[src/rtl/egt_pkg.sv]
// Package for the exposure and gamma tone mapper: beat and register types,
// register indexes and reset values, and the elaborated table of root factors.
// It depends on nothing and is used by every module under rtl.
package egt_pkg;

   localparam int LANES       = 3;
   localparam int ROOT_STAGES = 32;

   localparam logic [32:0] ONE_Q32   = 33'h1_0000_0000;
   localparam logic [32:0] LOG2E_Q32 = 33'h1_7154_7653;

   localparam logic [3:0] CSR_EXPOSURE_GAIN     = 4'd0;
   localparam logic [3:0] CSR_INVERSE_GAMMA     = 4'd1;
   localparam logic [3:0] CSR_ACCUMULATE_ENABLE = 4'd2;
   localparam logic [3:0] CSR_SAMPLE_COUNT      = 4'd3;

   localparam logic [15:0] EXPOSURE_GAIN_RESET = 16'd256;
   localparam logic [15:0] INVERSE_GAMMA_RESET = 16'd1862;
   localparam logic [15:0] SAMPLE_COUNT_RESET  = 16'd1;

   typedef struct packed {
      logic [31:0] red_in;
      logic [31:0] green_in;
      logic [31:0] blue_in;
   } req_data_type;

   typedef struct packed {
      logic [15:0] red_out;
      logic [15:0] green_out;
      logic [15:0] blue_out;
   } rsp_data_type;

   typedef struct packed {
      logic [15:0] exposure_gain;
      logic [15:0] inverse_gamma;
      logic        accumulate_enable;
      logic [15:0] sample_count;
   } cfg_type;

   typedef logic [ROOT_STAGES-1:0][31:0] root_rom_type;

   function automatic logic [63:0] isqrt64(logic [63:0] v_arg);
      logic [63:0] v;
      logic [63:0] r;
      logic [63:0] b;
      v = v_arg;
      r = 64'd0;
      b = 64'h4000_0000_0000_0000;
      for (int i = 0; i < 32; i++) begin
         if (b > v) begin
            b = b >> 2;
         end
      end
      for (int i = 0; i < 32; i++) begin
         if (b != 64'd0) begin
            if (v >= r + b) begin
               v = v - (r + b);
               r = (r >> 1) + b;
            end else begin
               r = r >> 1;
            end
            b = b >> 2;
         end
      end
      return r;
   endfunction

   function automatic root_rom_type build_root_rom();
      root_rom_type rom;
      logic [63:0]  x;
      x = isqrt64(64'h8000_0000_0000_0000);
      rom[0] = x[31:0];
      for (int j = 1; j < ROOT_STAGES; j++) begin
         x = isqrt64({x[31:0], 32'd0});
         rom[j] = x[31:0];
      end
      return rom;
   endfunction

   localparam root_rom_type ROOT_ROM = build_root_rom();

endpackage

[src/rtl/egt_csr.sv]
// Configuration registers of the tone mapper, written one beat at a time.
// Uses egt_pkg for the register indexes, reset values and cfg_type.
module egt_csr (
   input  logic              clock,
   input  logic              reset,
   input  logic              csr_valid,
   output logic              csr_ready,
   input  logic [3:0]        csr_index,
   input  logic [15:0]       csr_wdata,
   output egt_pkg::cfg_type  cfg
);

   egt_pkg::cfg_type cfg_ff;
   egt_pkg::cfg_type cfg_in;

   assign csr_ready = 1'b1;
   assign cfg       = cfg_ff;

   always_comb begin
      cfg_in = cfg_ff;
      if (csr_valid) begin
         unique case (csr_index)
            egt_pkg::CSR_EXPOSURE_GAIN:     cfg_in.exposure_gain     = csr_wdata;
            egt_pkg::CSR_INVERSE_GAMMA:     cfg_in.inverse_gamma     = csr_wdata;
            egt_pkg::CSR_ACCUMULATE_ENABLE: cfg_in.accumulate_enable = csr_wdata[0];
            egt_pkg::CSR_SAMPLE_COUNT:      cfg_in.sample_count      = csr_wdata;
            default: begin
            end
         endcase
      end
   end

   always_ff @(posedge clock) begin
      if (reset) begin
         cfg_ff.exposure_gain     <= egt_pkg::EXPOSURE_GAIN_RESET;
         cfg_ff.inverse_gamma     <= egt_pkg::INVERSE_GAMMA_RESET;
         cfg_ff.accumulate_enable <= 1'b0;
         cfg_ff.sample_count      <= egt_pkg::SAMPLE_COUNT_RESET;
      end else begin
         cfg_ff <= cfg_in;
      end
   end

endmodule

[config.mk]
export PLATFORM = sky130hd
export DESIGN_NAME = egt_csr
export DESIGN_NICKNAME = d
export VERILOG_FILES = /design/src/rtl/egt_pkg.sv /design/src/rtl/egt_csr.sv
export SDC_FILE = /design/constraint.sdc
export NUM_CORES = 1
export LEC_CHECK = 0
export ABC_AREA = 1
export BUFFER_PORTS_ARGS = -buffer_cell sky130_fd_sc_hd__buf_2
export CAP_MARGIN = 20
export CORE_ASPECT_RATIO = 1.1
export CORE_MARGIN = 8
export CORE_UTILIZATION = 45
export CTS_BUF_LIST = sky130_fd_sc_hd__clkbuf_2 sky130_fd_sc_hd__clkbuf_4 sky130_fd_sc_hd__clkbuf_8
export DETAILED_ROUTE_END_ITERATION = 7
export GPL_ROUTABILITY_DRIVEN = 1
export PLACE_DENSITY = 0.8
export SYNTH_ARGS = -nofsm -noshare
export SYNTH_HDL_FRONTEND = slang
export SYNTH_SLANG_ARGS = --single-unit
[constraint.sdc]
create_clock -name clock -period 2.62 [get_ports clock]
set_clock_uncertainty 0.15 [all_clocks]
set_input_delay 0.786 -clock clock [delete_from_list [all_inputs] [get_ports clock]]
set_output_delay 0.786 -clock clock [all_outputs]
set_load 0.05 [all_outputs]
==> impl_metrics.csv <==
group,metric,value,unit
drt,drtIter0Drc,162,
clock_network,cts_buffer_depth,2,
grt,antenna_found_initial,0,
critical_path,path_cells,"buf_2",
power_and_ir_drop,ir_drop,233,µV
drt,num_vias,2254,
yosys,yosysTopAreaCellShare,42.0,%
yosys,netlist_top_cells_count,"nand2_1, inv_1, nor2_1",
sta,clock.fmax,528,MHz
drt,drtPass1Iterations,4,
grt,grt_pass1_vias,2026,
clock_network,cts_buffers,5,
yosys,synth_edf_count,0,
critical_path,slowest_stage,"dfxtp_1",
placed_design,io_buffers,71,
yosys,async_flop_share,0,%
critical_path,worstSetupPathType,"flip-flop to output pin",
placed_design,post-place-cells,466,
critical_path,worst_ep_arrival_time,0.96,ns
final_layout,fin_cells,474,
final_layout,fillers,514,
floorplanning,coreArea,5000,µm²
sta,finalSetupTns,0,ns
placed_design,dp.final_hpwl,4.44,mm
critical_path,rrSetupSlack,1.83,ns
sta,final_max_slew_viol_count,0,
power_and_ir_drop,pwr-share-seq,52.7,%
min_path,worstHoldStart,"cfg[23]",
floorplanning,rows,27,
min_path,hold_end,"cfg[23]",
yosys,synth.distinct_cells,17,
yosys,yosysWarnings,0,
critical_path,crit_required,1.68,ns
clock_network,clock_sinks,49,
job,cap_viol_max_count,0,
final_layout,areaGrowthSynthToFinish,18.8,%
placed_design,post-place-ws,0.468,ns
clock_network,clock_latency,0.31,ns
drt,viasPerCell,4.76,
power_and_ir_drop,powerDensity,525,nW/µm²
clock_network,clk_pin_slew,0.10,ns
floorplanning,fp.dieW,84.7,µm
grt,grt_pass1_wl,9.72,mm
critical_path,r2r_cells,4,
yosys,syn_area,2340,µm²
floorplanning,die_h,91.6,µm
sta,hold_violations,0,
yosys,synth_ff_type,"dfxtp_1",
yosys,syn-num-nets,377,
sta,finalCritPeriodShare,72.3,%
clock_network,ctsResizeCount,0,
critical_path,end_kind,"output pin",
critical_path,startpoint_type,"flip-flop",
clock_network,htreeDepth,2,
clock_network,hold_buffers,0,
min_path,min_path_type,"flip-flop to flip-flop",
yosys,ys_top_cells_by_area,"dfxtp_1, nand2_1, nand4_1",
yosys,yosysMostFrequentCell,"nand2_1",
sta,rsz0062_at_grt,"no",
run_status,status,"finished clean",
yosys,yosysTopAreaCell,"dfxtp_1",
sta,setup_slack,0.725,ns
power_and_ir_drop,leakagePower,1.50,nW
critical_path,crit_fanout,2,
yosys,ys_ff_latch,49,
critical_path,r2r_end,"cfg[37]",
power_and_ir_drop,internal_power,1.02,mW
placed_design,gp_congestion,0.783,
yosys,netlist_instances,354,
sta,fin_crit,1.89,ns
grt,grt_max_degree,50,
critical_path,slowest_delay,0.37,ns
critical_path,regToRegStartpoint,"cfg[37]",
floorplanning,fp.dieArea,7760,µm²
yosys,syn_area_per_cell,6.60,µm²
drt,drc,0,
drt,wire_per_inst,12.7,µm
power_and_ir_drop,p_sw,0.442,mW
clock_network,cts-root-buf,"clkbuf_8",
drt,ant_nets,0,
critical_path,crit_path_start,"cfg[0]",
final_layout,nets,438,
clock_network,post-cts-setup-buffers,0,
sta,setup_viol,0,
power_and_ir_drop,power_frac_comb,15.5,%
critical_path,path_buf_inv,1,
clock_network,cts_tree,"done",
power_and_ir_drop,sw_frac_of_total,30.3,%
min_path,hold_depth,2,
yosys,yosysSeqAreaShare,42.0,%
critical_path,crit_family,"flip-flops",
grt,grt-ovfl-total,0,
final_layout,drive_above_1_share,22.1,%
drt,drt-total-wl,6.01,mm
floorplanning,start_util,46.7,%
power_and_ir_drop,clockPowerShare,31.8,%
final_layout,diodes,0,
final_layout,largest_register_ffs,49,
floorplanning,pin_count,73,
grt,grt_util_all_layers,15.6,%
power_and_ir_drop,total_power,1.46,mW
[cells by family (layout without fill, tap and decap cells)]
logic type,after synthesis,in the layout,share of synthesized area [%]
AND/OR/NAND/NOR,199,199,39.5
buffers and inverters,105,167,18.4
flip-flops,49,49,42.0
other,1,1,0.161
[how the worst max path moves through the flow]
stage / end / slack (ns) / cells past startpoint
6_report: cfg[0] / 0.73 / 1
5_1_grt: cfg[35] / 0.66 / 6
4_1_cts: cfg[0] / 0.72 / 1
3_5_place_dp: cfg[48] / 0.47 / 6
3_3_place_gp: cfg[41] / 0.52 / 5
2_1_floorplan: cfg[41] / 0.87 / 6
[layout make-up]
class	count	area [µm²]	share of cell area, %
flip-flops and latches	49	981	35.3
multi-input cells	200	926	33.4
repair buffers	76	393	14.2
inverters	83	312	11.2
clock buffers	6	76.3	2.75
well taps	58	72.6	2.61
clock inverters	2	15.0	0.541
[cell usage in the layout (no fill, tap or decap)]
cell	count
nand2_1	83
inv_1	81
buf_2	71
nor2_1	51
nand4_1	49
dfxtp_1	49
nand3_1	10
clkbuf_8	5
buf_4	5
nor2_4	2
nor2_2	2
inv_2	2
clkinvlp_4	2
nand3_2	1
nand3_4	1
conb_1	1
clkbuf_4	1
[worst reg2reg max path, stage by stage (launching register included)]
cell and delay (ns):
dfxtp_1 0.34, inv_1 0.05, nand2_1 0.05, inv_1 0.05, nor2_1 0.10
[metal layers]
metal | vias to the layer above | GRT usage, % | share of wire (%)
met4 | 0 | 7.88 | 2.1
met2 | 71 | 25.1 | 48
met1 | 982 | 17.8 | 41
met3 | 7 | 5.77 | 8.8
met5 | - | 0 | 0
li1 | 1194 | - | -
[stage by stage]
| stage | cell area [µm²] | util, % | hold slack (ns) |
|---|---|---|---|
| 4_1_cts | 2780 | 55.5 | 0.325 |
| 3_5_place_dp | 2680 | 53.7 | 0.302 |
| 3_3_place_gp | 2680 | 53.7 | 0.306 |
| 5_1_grt | 2780 | 55.5 | 0.344 |
| 2_1_floorplan | 2340 | - | 0.536 |
| 6_report | 2780 | 55.5 | 0.324 |
[power by group through the flow]
stage | clock network [mW] | registers [mW] | logic, mW
after CTS | 0.469 | 0.769 | 0.225
final | 0.463 | 0.769 | 0.226
after global routing | 0.507 | 0.771 | 0.245
after detailed placement | 0 | 0.787 | 0.224
after floorplan | 0 | 0.844 | 0.110
after global placement | 0 | 0.786 | 0.223
Note: power is estimated with default switching activity, not from simulation.
